[src/rtl/wgd_pkg.sv]
`timescale 1ns / 1ps
`default_nettype none

package wgd_pkg;

   localparam logic       OP_CHECK = 1'b0;
   localparam logic       OP_SLEEP = 1'b1;

   localparam int         CSR_INDEX_WIDTH = 2;
   localparam int         CSR_DATA_WIDTH  = 15;

   localparam logic [CSR_INDEX_WIDTH-1:0] CSR_WINDOW_SECONDS = 2'd0;
   localparam logic [CSR_INDEX_WIDTH-1:0] CSR_DOWN_NEEDED    = 2'd1;
   localparam logic [CSR_INDEX_WIDTH-1:0] CSR_UP_NEEDED      = 2'd2;
   localparam logic [CSR_INDEX_WIDTH-1:0] CSR_TILT_THRESHOLD = 2'd3;

   localparam logic [5:0]  RST_WINDOW_SECONDS = 6'd3;
   localparam logic [3:0]  RST_DOWN_NEEDED    = 4'd2;
   localparam logic [3:0]  RST_UP_NEEDED      = 4'd3;
   localparam logic [14:0] RST_TILT_THRESHOLD = 15'd5;

   localparam logic [15:0] SEC_PER_HOUR     = 16'd3600;
   localparam logic [15:0] SEC_PER_MINUTE   = 16'd60;
   localparam logic [16:0] HALF_DAY_SECONDS = 17'd43200;
   localparam logic [7:0]  COUNT_MAX        = 8'd255;

   typedef struct packed {
      logic               op;
      logic [3:0]         hour;
      logic [5:0]         minute;
      logic [5:0]         second;
      logic signed [15:0] accel_z;
      logic               motion_wake;
   } wgd_item_type;

   typedef struct packed {
      logic [5:0]  window_seconds;
      logic [3:0]  down_needed;
      logic [3:0]  up_needed;
      logic [14:0] tilt_threshold;
   } wgd_cfg_type;

   typedef struct packed {
      logic wake;
      logic in_deep_sleep;
   } wgd_result_type;

   function automatic logic [7:0] sat_inc(input logic [7:0] count);
      return (count == COUNT_MAX) ? COUNT_MAX : count + 8'd1;
   endfunction

endpackage

`default_nettype wire

[src/rtl/wgd_csr.sv]
`timescale 1ns / 1ps
`default_nettype none

module wgd_csr
   import wgd_pkg::*;
(
   input  wire logic                       clock,
   input  wire logic                       reset,
   input  wire logic                       csr_wr_en,
   input  wire logic [CSR_INDEX_WIDTH-1:0] csr_index,
   input  wire logic [CSR_DATA_WIDTH-1:0]  csr_wr_data,
   output      wgd_cfg_type                cfg
);

   wgd_cfg_type cfg_ff;
   wgd_cfg_type cfg_in;

   always_comb begin
      cfg_in = cfg_ff;
      if (csr_wr_en) begin
         unique case (csr_index)
            CSR_WINDOW_SECONDS: cfg_in.window_seconds = csr_wr_data[5:0];
            CSR_DOWN_NEEDED:    cfg_in.down_needed    = csr_wr_data[3:0];
            CSR_UP_NEEDED:      cfg_in.up_needed      = csr_wr_data[3:0];
            CSR_TILT_THRESHOLD: cfg_in.tilt_threshold = csr_wr_data[14:0];
            default:            cfg_in = cfg_ff;
         endcase
      end
   end

   always_ff @(posedge clock) begin
      if (reset) begin
         cfg_ff.window_seconds <= RST_WINDOW_SECONDS;
         cfg_ff.down_needed    <= RST_DOWN_NEEDED;
         cfg_ff.up_needed      <= RST_UP_NEEDED;
         cfg_ff.tilt_threshold <= RST_TILT_THRESHOLD;
      end else begin
         cfg_ff <= cfg_in;
      end
   end

   assign cfg = cfg_ff;

endmodule

`default_nettype wire

[src/rtl/wgd_engine.sv]
`timescale 1ns / 1ps
`default_nettype none

module wgd_engine
   import wgd_pkg::*;
(
   input  wire logic          clock,
   input  wire logic          reset,
   input  wire logic          advance,
   input  wire wgd_item_type  item,
   input  wire wgd_cfg_type   cfg,
   output wgd_result_type     result
);

   logic        deep_mode_ff,  deep_mode_in;
   logic [15:0] last_stamp_ff, last_stamp_in;
   logic [7:0]  down_count_ff, down_count_in;
   logic [7:0]  up_count_ff,   up_count_in;

   logic [15:0]        stamp;
   logic [16:0]        stamp_adj;
   logic signed [17:0] delta;
   logic               in_window;
   logic signed [16:0] z_ext;
   logic signed [16:0] thr_ext;
   logic               face_down;
   logic               face_up;
   logic               wake;

   always_comb begin
      stamp = 16'(item.hour) * SEC_PER_HOUR + 16'(item.minute) * SEC_PER_MINUTE
            + 16'(item.second);
      stamp_adj = (stamp < last_stamp_ff) ? {1'b0, stamp} + HALF_DAY_SECONDS
                                          : {1'b0, stamp};
      delta     = $signed({1'b0, stamp_adj}) - $signed({2'b00, last_stamp_ff});
      in_window = delta < $signed({12'd0, cfg.window_seconds});
      z_ext     = 17'(item.accel_z);
      thr_ext   = $signed({2'b00, cfg.tilt_threshold});
      face_down = z_ext < -thr_ext;
      face_up   = z_ext > thr_ext;
   end

   always_comb begin
      deep_mode_in  = deep_mode_ff;
      last_stamp_in = last_stamp_ff;
      down_count_in = down_count_ff;
      up_count_in   = up_count_ff;
      wake          = 1'b0;
      if (item.op == OP_SLEEP) begin
         deep_mode_in  = 1'b1;
         down_count_in = 8'd0;
         up_count_in   = 8'd0;
      end else if (!deep_mode_ff) begin
         wake = item.motion_wake;
      end else begin
         if (in_window) begin
            if (face_down) begin
               down_count_in = sat_inc(down_count_ff);
            end else if (face_up && down_count_ff >= 8'(cfg.down_needed)) begin
               up_count_in = sat_inc(up_count_ff);
            end
            if (down_count_in >= 8'(cfg.down_needed) &&
                up_count_in >= 8'(cfg.up_needed)) begin
               wake         = 1'b1;
               deep_mode_in = 1'b0;
            end
         end else begin
            down_count_in = 8'd1;
            up_count_in   = 8'd0;
         end
         last_stamp_in = stamp;
      end
   end

   always_ff @(posedge clock) begin
      if (reset) begin
         deep_mode_ff  <= 1'b0;
         last_stamp_ff <= 16'd0;
         down_count_ff <= 8'd0;
         up_count_ff   <= 8'd0;
      end else if (advance) begin
         deep_mode_ff  <= deep_mode_in;
         last_stamp_ff <= last_stamp_in;
         down_count_ff <= down_count_in;
         up_count_ff   <= up_count_in;
      end
   end

   assign result = {wake, deep_mode_in};

endmodule

`default_nettype wire

[src/rtl/deep_sleep_wake_gesture_detector_unit.sv]
`timescale 1ns / 1ps
`default_nettype none
// A request passes through the input register and then the result register to rsp_valid.
// Throughput: one item per cycle unless the result register stalls; the gesture state updates as an item moves
// from the input register into the result register.
// A full result register that is not taken stalls the input register in place.
// Reset (synchronous): both channels empty, not in deep sleep, counters and
// last stamp zero, registers back to their defaults.

module deep_sleep_wake_gesture_detector_unit
   import wgd_pkg::*;
(
   input  wire logic                       clock,
   input  wire logic                       reset,
   input  wire logic                       csr_wr_en,
   input  wire logic [CSR_INDEX_WIDTH-1:0] csr_index,
   input  wire logic [CSR_DATA_WIDTH-1:0]  csr_wr_data,
   input  wire logic                       req_valid,
   output      logic                       req_ready,
   input  wire logic                       req_op,
   input  wire logic [3:0]                 req_hour,
   input  wire logic [5:0]                 req_minute,
   input  wire logic [5:0]                 req_second,
   input  wire logic signed [15:0]         req_accel_z,
   input  wire logic                       req_motion_wake,
   output      logic                       rsp_valid,
   input  wire logic                       rsp_ready,
   output      logic                       rsp_wake,
   output      logic                       rsp_in_deep_sleep
);

   wgd_cfg_type    cfg;
   wgd_item_type   item_ff;
   wgd_result_type step_result;
   wgd_result_type result_ff;
   logic           item_valid_ff;
   logic           rsp_valid_ff;
   logic           advance;

   assign advance   = item_valid_ff && (!rsp_valid_ff || rsp_ready);
   assign req_ready = !item_valid_ff || advance;

   wgd_csr u_csr (
      .clock       (clock),
      .reset       (reset),
      .csr_wr_en   (csr_wr_en),
      .csr_index   (csr_index),
      .csr_wr_data (csr_wr_data),
      .cfg         (cfg)
   );

   wgd_engine u_engine (
      .clock   (clock),
      .reset   (reset),
      .advance (advance),
      .item    (item_ff),
      .cfg     (cfg),
      .result  (step_result)
   );

   always_ff @(posedge clock) begin
      if (reset) begin
         item_valid_ff <= 1'b0;
      end else if (req_ready) begin
         item_valid_ff <= req_valid;
      end
   end

   always_ff @(posedge clock) begin
      if (req_valid && req_ready) begin
         item_ff.op          <= req_op;
         item_ff.hour        <= req_hour;
         item_ff.minute      <= req_minute;
         item_ff.second      <= req_second;
         item_ff.accel_z     <= req_accel_z;
         item_ff.motion_wake <= req_motion_wake;
      end
   end

   always_ff @(posedge clock) begin
      if (reset) begin
         rsp_valid_ff <= 1'b0;
      end else if (advance) begin
         rsp_valid_ff <= 1'b1;
      end else if (rsp_ready) begin
         rsp_valid_ff <= 1'b0;
      end
   end

   always_ff @(posedge clock) begin
      if (advance) begin
         result_ff <= step_result;
      end
   end

   assign rsp_valid         = rsp_valid_ff;
   assign rsp_wake          = result_ff.wake;
   assign rsp_in_deep_sleep = result_ff.in_deep_sleep;

endmodule

`default_nettype wire

[config.mk]
export PLATFORM = sky130hd
export DESIGN_NAME = deep_sleep_wake_gesture_detector_unit
export DESIGN_NICKNAME = d
export VERILOG_FILES = /design/src/rtl/wgd_pkg.sv /design/src/rtl/wgd_csr.sv /design/src/rtl/wgd_engine.sv /design/src/rtl/deep_sleep_wake_gesture_detector_unit.sv
export SDC_FILE = /design/constraint.sdc
export NUM_CORES = 1
export LEC_CHECK = 0
export ABC_AREA = 1
export BUFFER_PORTS_ARGS = -buffer_cell sky130_fd_sc_hd__buf_2
export CORE_ASPECT_RATIO = 1.75
export CORE_MARGIN = 3
export CORE_UTILIZATION = 50
export DETAILED_ROUTE_END_ITERATION = 12
export PLACE_DENSITY = 0.76
export SYNTH_ARGS = -nofsm -noshare
export SYNTH_HDL_FRONTEND = slang
export SYNTH_SLANG_ARGS = --single-unit
[constraint.sdc]
create_clock -name clock -period 9.9 [get_ports clock]
set_input_delay 0.495 -clock clock [delete_from_list [all_inputs] [get_ports clock]]
set_output_delay 0.495 -clock clock [all_outputs]
set_load 0.02 [all_outputs]
=== After elaboration in Yosys (flattened, before gate mapping) ===
Cells that the tools add are included.

* Multiply operators: 2
* Add/subtract/negate cells: 7
* Bitwise operators: 1
* Multiplexer cells: 27
* Reductions and logical operators: 17
* Equality and inequality tests: 5
* Magnitude comparators: 7

{| class="wikitable"
|+ Operator list
! kind !! count
|-
| two-way mux 8 bit || 17
|-
| greater-or-equal comparator 8 x 4 -> 1 bit || 3
|-
| less-than comparator 18 x 7 -> 1 bit || 1
|-
| subtractor 17 x 16 -> 18 bit || 1
|-
| adder 16 x 16 -> 17 bit, second input constant || 1
|-
| less-than comparator 16 x 17 -> 1 bit || 1
|-
| two-way mux 17 bit || 1
|-
| negation 15 -> 17 bit || 1
|-
| adder 16 x 12 -> 16 bit || 1
|-
| adder 16 x 6 -> 16 bit || 1
|-
| adder 8 x 1 -> 8 bit, second input constant || 2
|-
| == test 8 bit, second input constant || 2
|-
| > comparator 16 bit || 1
|-
| less-than comparator 16 bit || 1
|-
| multiplier 4 x 8 -> 12 bit, second input constant || 1
|-
| multiplier 6 x 4 -> 10 bit, second input constant || 1
|-
| AND reduction 2 bit || 5
|-
| two-way mux 1 bit || 9
|-
| == test 2 bit, second input constant || 2
|-
| logical AND 1 bit || 4
|-
| nonzero test 2 bit || 2
|-
| AND reduction 3 bit || 1
|-
| == test 2 x 1 -> 1 bit, second input constant || 1
|-
| zero test 1 bit || 2
|-
| 3 further kinds || 4
|}

* Input bits: 56
* Output and inout bits: 4
* Word-level logic and storage cells: 84
* Flip-flop bits (word level): 100

=== Logic depth before layout (Yosys ltp) ===
Gate-level depths: netlist of the first run.

* Word-level depth: 16
* Gate-level depth with buffers: 48
* Gate-level depth less buffers: 47

=== By module ===
Synthesis of the first run repeated with hierarchy kept, for this count alone.

* Cells, all modules: 1240
* Area total of the unflattened synthesis: 8864.8 um^2

{| class="wikitable"
|+ Modules (own cells, without submodules)
! module !! instances !! area an instance (um^2) !! seq. area each (um^2) !! cells each
|-
| wgd_engine || 1 || 6472.5 || 660.6 || 1015
|-
| wgd_csr || 1 || 1219.9 || 580.6 || 177
|-
| deep_sleep_wake_gesture_detector_unit || 1 || 1172.4 || 1121.1 || 48
|}

=== Least setup slack after synthesis of the first run ===
No wires, ideal clock.

* Path kind: flip-flop to flip-flop
* Start: register item_ff[26] (netlist name)
* End: register result_ff, in the netlist rsp_wake, data pin
* Data required time: 9644 ps
* Library setup time: 256 ps
* Period minus slack after synthesis: 6890 ps
* Setup slack: 3010 ps
* Arrival: 6634 ps
* Cell stages (with the launch flop): 44
* Path buffers: 1
* Path through: edfxtp_1 > inv_1 > fa_1 > fa_1 > inv_1 > ha_1 > a21oi_1 > nand2_1 > a21oi_1 > o21bai_1 > nand2_1 > nand2_1 > a21oi_1 > xnor2_1 > ha_1 > ha_1 > nand2_1 > nor2_1 > (+8 left out) > a21oi_1 > and2_1 > buf_4 > inv_2 > nor2_1 > xor2_1 > ha_1 > a21oi_1 > o21ai_1 > a21oi_1 > nand2_1 > a21boi_1 > xor2_1 > nor2_1 > nand3_2 > nand2_4 > a21boi_1 > nor2_1

* Word-level cells in the longest chain between the ends: 9
* Elaborated cells between the ends (all ways): 10
* Those cells by class: add/sub: 4; mul: 1; order compare: 2; mux: 3

{| class="wikitable"
|+ RTL lines
! element !! line !! source
|-
| from (decl) || deep_sleep_wake_gesture_detector_unit.sv:33 || <nowiki>wgd_item_type item_ff;</nowiki>
|-
| multiplier 6 x 4 -> 10 bit * || wgd_engine.sv:31 || <nowiki>stamp = 16'(item.hour) * SEC_PER_HOUR + 16'(item.minute) * SEC_PER_MINUTE</nowiki>
|-
| adder 16 x 12 -> 16 bit * || wgd_engine.sv:31 ||
|-
| adder 16 x 6 -> 16 bit * || wgd_engine.sv:32 || <nowiki>+ 16'(item.second);</nowiki>
|-
| via u_engine.stamp[15] || wgd_engine.sv:20 || <nowiki>logic [15:0] stamp;</nowiki>
|-
| adder 16 x 16 -> 17 bit / less-than comparator 16 bit (equally long branches) || wgd_engine.sv:33 || <nowiki>stamp_adj = (stamp < last_stamp_ff) ? {1'b0, stamp} + HALF_DAY_SECONDS</nowiki>
|-
| two-way mux 17 bit * || wgd_engine.sv:33 ||
|-
| subtractor 17 x 16 -> 18 bit * || wgd_engine.sv:35 || <nowiki>delta = $signed({1'b0, stamp_adj}) - $signed({2'b00, last_stamp_ff});</nowiki>
|-
| less-than comparator 18 x 7 -> 1 bit * || wgd_engine.sv:36 || <nowiki>in_window = delta < $signed({12'd0, cfg.window_seconds});</nowiki>
|-
| two-way mux 1 bit * || wgd_engine.sv:56 || <nowiki>if (in_window) begin</nowiki>
|-
| two-way mux 1 bit * || wgd_engine.sv:53 || <nowiki>end else if (!deep_mode_ff) begin</nowiki>
|-
| to (signal assigned) || deep_sleep_wake_gesture_detector_unit.sv:92 || <nowiki>result_ff <= step_result;</nowiki>
|-
| to (decl) || deep_sleep_wake_gesture_detector_unit.sv:35 || <nowiki>wgd_result_type result_ff;</nowiki>
|}

The timed path passes the listed nets; every way through them passes the cells marked *.
A chain may end at the register's enable or synchronous reset.

=== Worst setup path in the final report of the first run ===
* Start: register item_ff[26] (netlist name)
* End: register result_ff, in the netlist rsp_in_deep_sleep, data pin

* Word-level cells in the longest chain between the ends: 10
* Elaborated cells between the ends (all ways): 11
* Those cells by class: add/sub: 4; mul: 1; order compare: 2; mux: 4

{| class="wikitable"
|+ RTL lines
! element !! line !! source
|-
| multiplier 6 x 4 -> 10 bit * || wgd_engine.sv:31 ||
|-
| adder 16 x 12 -> 16 bit * || wgd_engine.sv:31 ||
|-
| adder 16 x 6 -> 16 bit * || wgd_engine.sv:32 ||
|-
| via u_engine.stamp[15] || wgd_engine.sv:20 ||
|-
| adder 16 x 16 -> 17 bit / less-than comparator 16 bit (equally long branches) || wgd_engine.sv:33 ||
|-
| two-way mux 17 bit * || wgd_engine.sv:33 ||
|-
| subtractor 17 x 16 -> 18 bit * || wgd_engine.sv:35 ||
|-
| less-than comparator 18 x 7 -> 1 bit * || wgd_engine.sv:36 ||
|-
| two-way mux 1 bit * || wgd_engine.sv:56 ||
|-
| two-way mux 1 bit * || wgd_engine.sv:53 ||
|-
| two-way mux 1 bit * || wgd_engine.sv:49 || <nowiki>if (item.op == OP_SLEEP) begin</nowiki>
|-
| via u_engine.deep_mode_in || wgd_engine.sv:15 || <nowiki>logic deep_mode_ff, deep_mode_in;</nowiki>
|}

Marks and branches as above.

==> results.cfg, run 1 <==
[clocking]
cts_setup_buffers = 0
cts.clk_slew.worst_paths_ps = 80
cts_resized = 0
cts_root_buf = clkbuf_16
insertion_delay_ps = 370
numCtsBuffers = 9
htreeDepth = 3
holdBufCountCts = 0
clockBufferDepth = 2
cts_num_sinks = 100
cts_tree = yes

[sta]
setup_viol = 0
finalSetupTns_ps = 0
hold_slack_ps = 295
drv_slew = 0
fin_crit_sh = 0.795
finClkSkew_ps = 13.6
slew_headroom = 0.346
tightest_slew_ps = 981
min_period_ps = 7870
final.setup.worst_slack_ps = 2030
hold_viol_final = 0
rsz0062_at_grt = no
fmax_mhz = 127

[worst_hold_path]
hold_class = input port to register
min-delay-start = req_accel_z[0]

[power_and_ir_drop]
seqPwrFrac = 0.161
clkPwrFrac = 0.130
power_frac_comb = 0.709
power_density_nw_per_um2 = 303
leakagePower_nw = 4.67
peakVddDrop_v = 0.000212
fin_total_pwr_mw = 2.83
switchingPower_mw = 1.49
swShare = 0.524
p_int_mw = 1.35

[global_route]
grt_pass1_wl_um = 32800
grt_pass1_vias = 7481
grt_max_degree = 35
gr-total-overflow = 0
grt_util_all_layers = 0.216
antenna_found_initial = 0

[routing]
wl_met2_um = 11100
route.antenna.remaining_nets = 0
wirelength_um = 19600
dr_total_vias = 7565
top_layer_used = met4
drcViolationCount = 0
avgViaCountPerCell = 5.20
wl_met1_um = 7040
met3_length_um = 524
drt_iter0_drc = 309
dr.pass1.iters = 7
wl_per_cell_um = 13.5

[worst_setup_path]
start_kind = register
cp-startpoint = item_ff[26]$_DFFE_PP_
slowest_delay_ps = 510
r2r-start = item_ff[26]$_DFFE_PP_
cpMostUsedCell = nand2_1
cp.required_ps = 10010
worstSetupPathType = register to register
worstPathMaxFanout = 18
cp-end-kind = register
crit_slowest_cell = fa_1
worstPathArrival_ps = 7970

[placed_design]
gp_congestion = 0.940
dp_slack_ps = 2130
place_hpwl_um = 15500
portBuffers = 59

[die]
start_util = 0.515
coreArea_um2 = 16600
die_h_um = 179
rows = 62
io-pin-count = 60
die-area_um2 = 18800
die_w_um = 105

[finish]
mostFrequentLayoutCells = nand2_1 (267), inv_1 (204), ha_1 (119)
syn_to_final_growth_pct = 9.52
final_layout_size_suffix_gt1_frac = 0.0909
layout.nets = 1418
diodes = 0
fillers = 1635
layout_commonest_cell = nand2_1

[outcome]
status = finished, final reports clean

[flow_run]
maxCapViolations = 0

[yosys]
netlist_area_um2 = 8550
ys_seq_area_frac = 0.276
syn-num-nets = 1363
syn_inst = 1172
ys_ff_latch = 100
ys_types = 43
synth-warning-count = 0
syn_avg_cell_area_um2 = 7.29
[state kept, by name (all words and copies together) (netlist names)]
register,flops
item_valid_ff,1
u_engine.deep_mode_ff,1
u_csr.cfg,29
rsp_valid,1
rsp_wake,1
item_ff,34
u_engine.up_count_ff,8
rsp_in_deep_sleep,1
u_engine.down_count_ff,8
u_engine.last_stamp_ff,16
[path summary, 6_finish.rpt]
path | slack (ps) | to | depth (start not counted)
min reg2reg | 460 | u_engine.last_stamp_ff[3]$_SDFFE_PP0P_ | 2
max reg2reg | 2030 | rsp_in_deep_sleep$_DFFE_PP_ | 44
min | 300 | item_ff[1]$_DFFE_PP_ | 1
max | 2030 | rsp_in_deep_sleep$_DFFE_PP_ | 44
[layer usage]
metal | track usage | vias to the layer above
met2 | 0.449 | 160
li1 | - | 3899
met5 | 0 | -
met3 | 0.0281 | 67
met1 | 0.197 | 3439
met4 | 0.117 | 0
[metrics by stage]
stage / std cells / instance area, µm² / utilization
after global placement: 1440 / 9050 / 0.545
after floorplan: 1172 / 8550 / -
after global routing: 1456 / 9360 / 0.564
final: 1456 / 9360 / 0.564
after detailed placement: 1440 / 9050 / 0.545
after CTS: 1456 / 9360 / 0.564
[layout make-up]
cell class,instances,area (µm²),area share
clock buffers,9,225,0.0241
clock inverters,7,80.1,0.00856
inverters,208,781,0.0834
multi-input cells,847,5320,0.569
flip-flops and latches,100,2360,0.252
well taps,224,280,0.0299
repair buffers,61,310,0.0332
[synthesized netlist by cell type (all sizes together)]
master | count | share of area
clkbuf | 11 | 0.0048
nand3 | 74 | 0.047
nor2b | 1 | 0.00073
edfxtp | 36 | 0.13
a21oi | 104 | 0.065
inv | 208 | 0.091
buf | 6 | 0.0054
nand4 | 11 | 0.0081
nor3 | 17 | 0.010
o21a | 1 | 0.00088
xor2 | 36 | 0.039
and2 | 4 | 0.0029
a21o | 4 | 0.0035
ha | 119 | 0.17
nand3b | 6 | 0.0053
o21bai | 4 | 0.0035
o211ai | 4 | 0.0041
a21boi | 5 | 0.0048
xnor2 | 8 | 0.0082
o31ai | 1 | 0.00088
nor4 | 3 | 0.0029
o21ai | 66 | 0.039
a221oi | 1 | 0.0010
dfxtp | 64 | 0.15
fa | 16 | 0.037
nor2 | 86 | 0.039
nand2 | 275 | 0.12
or2 | 1 | 0.00073
[critical path, delay by kind of cell, from the launching register on]
family          cells  cell delay, ps
simple gates       24            2910
fa+ha+maj           7            2590
compound gates      8            1060
flops               1             420
buf+inv             3             390
xor+xnor            2             220
[power groups by stage]
stage          Clock [mW]  Sequential, mW  Combinational [mW]
2_1_floorplan           0           0.462                1.60
3_3_place_gp            0           0.465                1.95
3_5_place_dp            0           0.465                1.98
4_1_cts             0.373           0.455                1.99
5_1_grt             0.384           0.458                2.29
6_report            0.368           0.455                2.01
[logic make-up after synthesis]
kind of cell	synth area share
compound gates	0.123
flops	0.276
buf+inv	0.102
xor+xnor	0.0473
fa+ha+maj	0.212
simple gates	0.240
No activity file was read; power rests on OpenSTA's default activity.
==> run 2: changes to the inputs <==
Settings changed: ABC_AREA 1 to 0.
Clock period 9.9 ns to 7.7 ns, I/O delays scaled along.
==> results.cfg, run 2 <==
[sta]
finClkSkew_ps = 14.9
fmax_mhz = 128
slew_headroom = 0.151
min_period_ps = 7820
hold_viol_final = 0
tightest_slew_ps = 1270
rsz0062_at_grt = yes
fin_crit_sh = 1.02
drv_slew = 0
setup_viol = 17
final.setup.worst_slack_ps = -118

[worst_setup_path]
r2r_cells = 36
cp_top_family = compound AO/OA/AOI/OAI gates
cpMostUsedCell = a21oi_2
r2r-start = item_ff[23]$_DFFE_PP_
crit_slowest_cell = fa_1
cp-end-kind = register
path_buf_inv = 3
path_depth = 36
worstPathArrival_ps = 7920
rr_endpoint = rsp_wake$_SDFFCE_PP0P_
r2r_slack_ps = -120
start_kind = register
slowest_delay_ps = 600
crit_end = rsp_wake$_SDFFCE_PP0P_
worstSetupPathType = register to register
cp.required_ps = 7810
worstPathMaxFanout = 8
cp-startpoint = item_ff[23]$_DFFE_PP_

[global_route]
grt_max_degree = 51
grt_pass1_wl_um = 32500
gr-total-overflow = 0
grt_util_all_layers = 0.227
antenna_found_initial = 0
grt_pass1_vias = 7307

[power_and_ir_drop]
seqPwrFrac = 0.132
peakVddDrop_v = 0.000329
power_frac_comb = 0.770
p_int_mw = 2.44
clkPwrFrac = 0.099
power_density_nw_per_um2 = 466
switchingPower_mw = 1.99
leakagePower_nw = 4.15
swShare = 0.450

[routing]
dr_total_vias = 7163
drt_iter0_drc = 301
dr.pass1.iters = 5
wl_per_cell_um = 15.9
drcViolationCount = 0
route.antenna.remaining_nets = 0
avgViaCountPerCell = 5.79
wirelength_um = 19700

[finish]
layout.nets = 1237
register_area_um2 = 2360
mostFrequentLayoutCells = ha_1 (111), inv_1 (108), nand2_1 (86)
finalNonFillerCells = 1237
fillers = 1324
diodes = 0
layout_commonest_cell = ha_1
syn_to_final_growth_pct = 18.7
largest_reg_flops = 34
multiInputGateArea_um2 = 5370
top_register = item_ff
fin_util = 0.612
final_layout_size_suffix_gt1_frac = 0.189

[placed_design]
place_hpwl_um = 15000
portBuffers = 59
gp_congestion = 0.902
numPlacedInstances = 1202

[die]
die-area_um2 = 17600
die_h_um = 174
coreArea_um2 = 15500
rows = 60
io-pin-count = 60
start_util = 0.516
die_w_um = 102

[worst_hold_path]
hold_class = input port to register

[yosys]
syn_inst = 928
yosys-top-cells-count = ha_1 (119), inv_1 (112), nand2_1 (89)
synth_edf_count = 36
netlist_area_um2 = 8020
yosysTopAreaCell = ha_1
syn-num-nets = 1119
synth_top_area_share = 0.186
ys_types = 69
synth-warning-count = 0
ys_ff_latch = 100
synth_area_leaders = ha_1 (19%), dfxtp_1 (16%), edfxtp_1 (13%)
syn_avg_cell_area_um2 = 8.64
ys.flop_type = dfxtp_1
synth.most_common_cell = ha_1
ys_seq_area_frac = 0.295
postSynth.asyncResetShare = 0

[clocking]
cts.clk_slew.worst_paths_ps = 80
cts_tree = yes
cts_num_sinks = 100
insertion_delay_ps = 360
cts_root_buf = clkbuf_16
clockBufferDepth = 2
numCtsBuffers = 9
htreeDepth = 3

[flow_run]
maxCapViolations = 0

[outcome]
violations = negative setup slack
status = finished with violations
## run 2: cell types whose count changed in the layout (fill, tap and decap cells not counted), sizes merged, moves of 23 or more
cell and delta:
buf +71, xnor2 +28, nand2 -186, xor2 -23, o21ai -34, a21oi -24, nand3 -51, inv -97
## run 2: through the flow
step	area, µm²	TNS, ps	worst slack (ps)	hold WS (ps)	power (mW)
after floorplan	8050	0	7.91	436	2.55
after global placement	8850	-19.5	-11.0	443	3.40
after detailed placement	8850	-2740	-217	447	3.44
after CTS	9340	-22.2	-22.2	195	4.10
after global routing	9520	-8900	-529	186	4.81
final	9520	-469	-118	195	4.43
## run 2: per-layer routing
metal / track usage / share of wire
met1: 0.231 / 0.37
met2: 0.432 / 0.56
met3: 0.0306 / 0.029
met4: 0.118 / 0.045
met5: 0 / 0
## run 2: final cells by class
type / instances / area share
clock buffers: 10 / 0.0241
clock inverters: 6 / 0.00513
inverters: 112 / 0.0444
multi-input cells: 691 / 0.564
flip-flops and latches: 100 / 0.248
well taps: 186 / 0.0245
repair buffers: 132 / 0.0898
## run 2: cells by family after synthesis
family,count (synthesis),share of synthesized area
xor gates and xnor gates,49,0.0535
buffers and inverters,137,0.0679
adders and majority gates,135,0.226
muxes,7,0.00890
AOI/OAI and AO/OA,236,0.193
and+or+nand+nor,264,0.156
DFF,100,0.295
## run 2: power groups by stage
| stage | clock network (mW) | logic [mW] | registers, mW |
|---|---|---|---|
| floorplan | 0 | 1.96 | 0.591 |
| global placement | 0 | 2.81 | 0.595 |
| detailed placement | 0 | 2.85 | 0.596 |
| CTS | 0.443 | 3.08 | 0.584 |
| global route | 0.466 | 3.76 | 0.586 |
| finish | 0.437 | 3.41 | 0.584 |
## run 2: how the worst min path moves through the flow
stage / end / start / depth (start not counted) / slack [ps]
6_report: item_ff[18]$_DFFE_PP_ / req_second[1] / 1 / 200
5_1_grt: item_ff[28]$_DFFE_PP_ / req_minute[5] / 1 / 190
4_1_cts: item_ff[31]$_DFFE_PP_ / req_hour[2] / 1 / 190
3_5_place_dp: u_engine.last_stamp_ff[13]$_SDFFE_PP0P_ / u_engine.last_stamp_ff[13]$_SDFFE_PP0P_ / 2 / 450
3_3_place_gp: u_engine.last_stamp_ff[9]$_SDFFE_PP0P_ / u_engine.last_stamp_ff[9]$_SDFFE_PP0P_ / 2 / 440
2_1_floorplan: u_csr.cfg[13]$_SDFFE_PP0P_ / u_csr.cfg[13]$_SDFFE_PP0P_ / 2 / 440
## run 2: what timing repair did
| action | 4_1_cts | 5_1_grt |
|---|---|---|
| hold buffers | 0 | 0 |
| setup endpoints to repair | 19 | 19 |
| setup buffers | 11 | 8 |
| gates resized for setup | 28 | 30 |
| pin swaps | 28 | 52 |
| cloned | 0 | 1 |
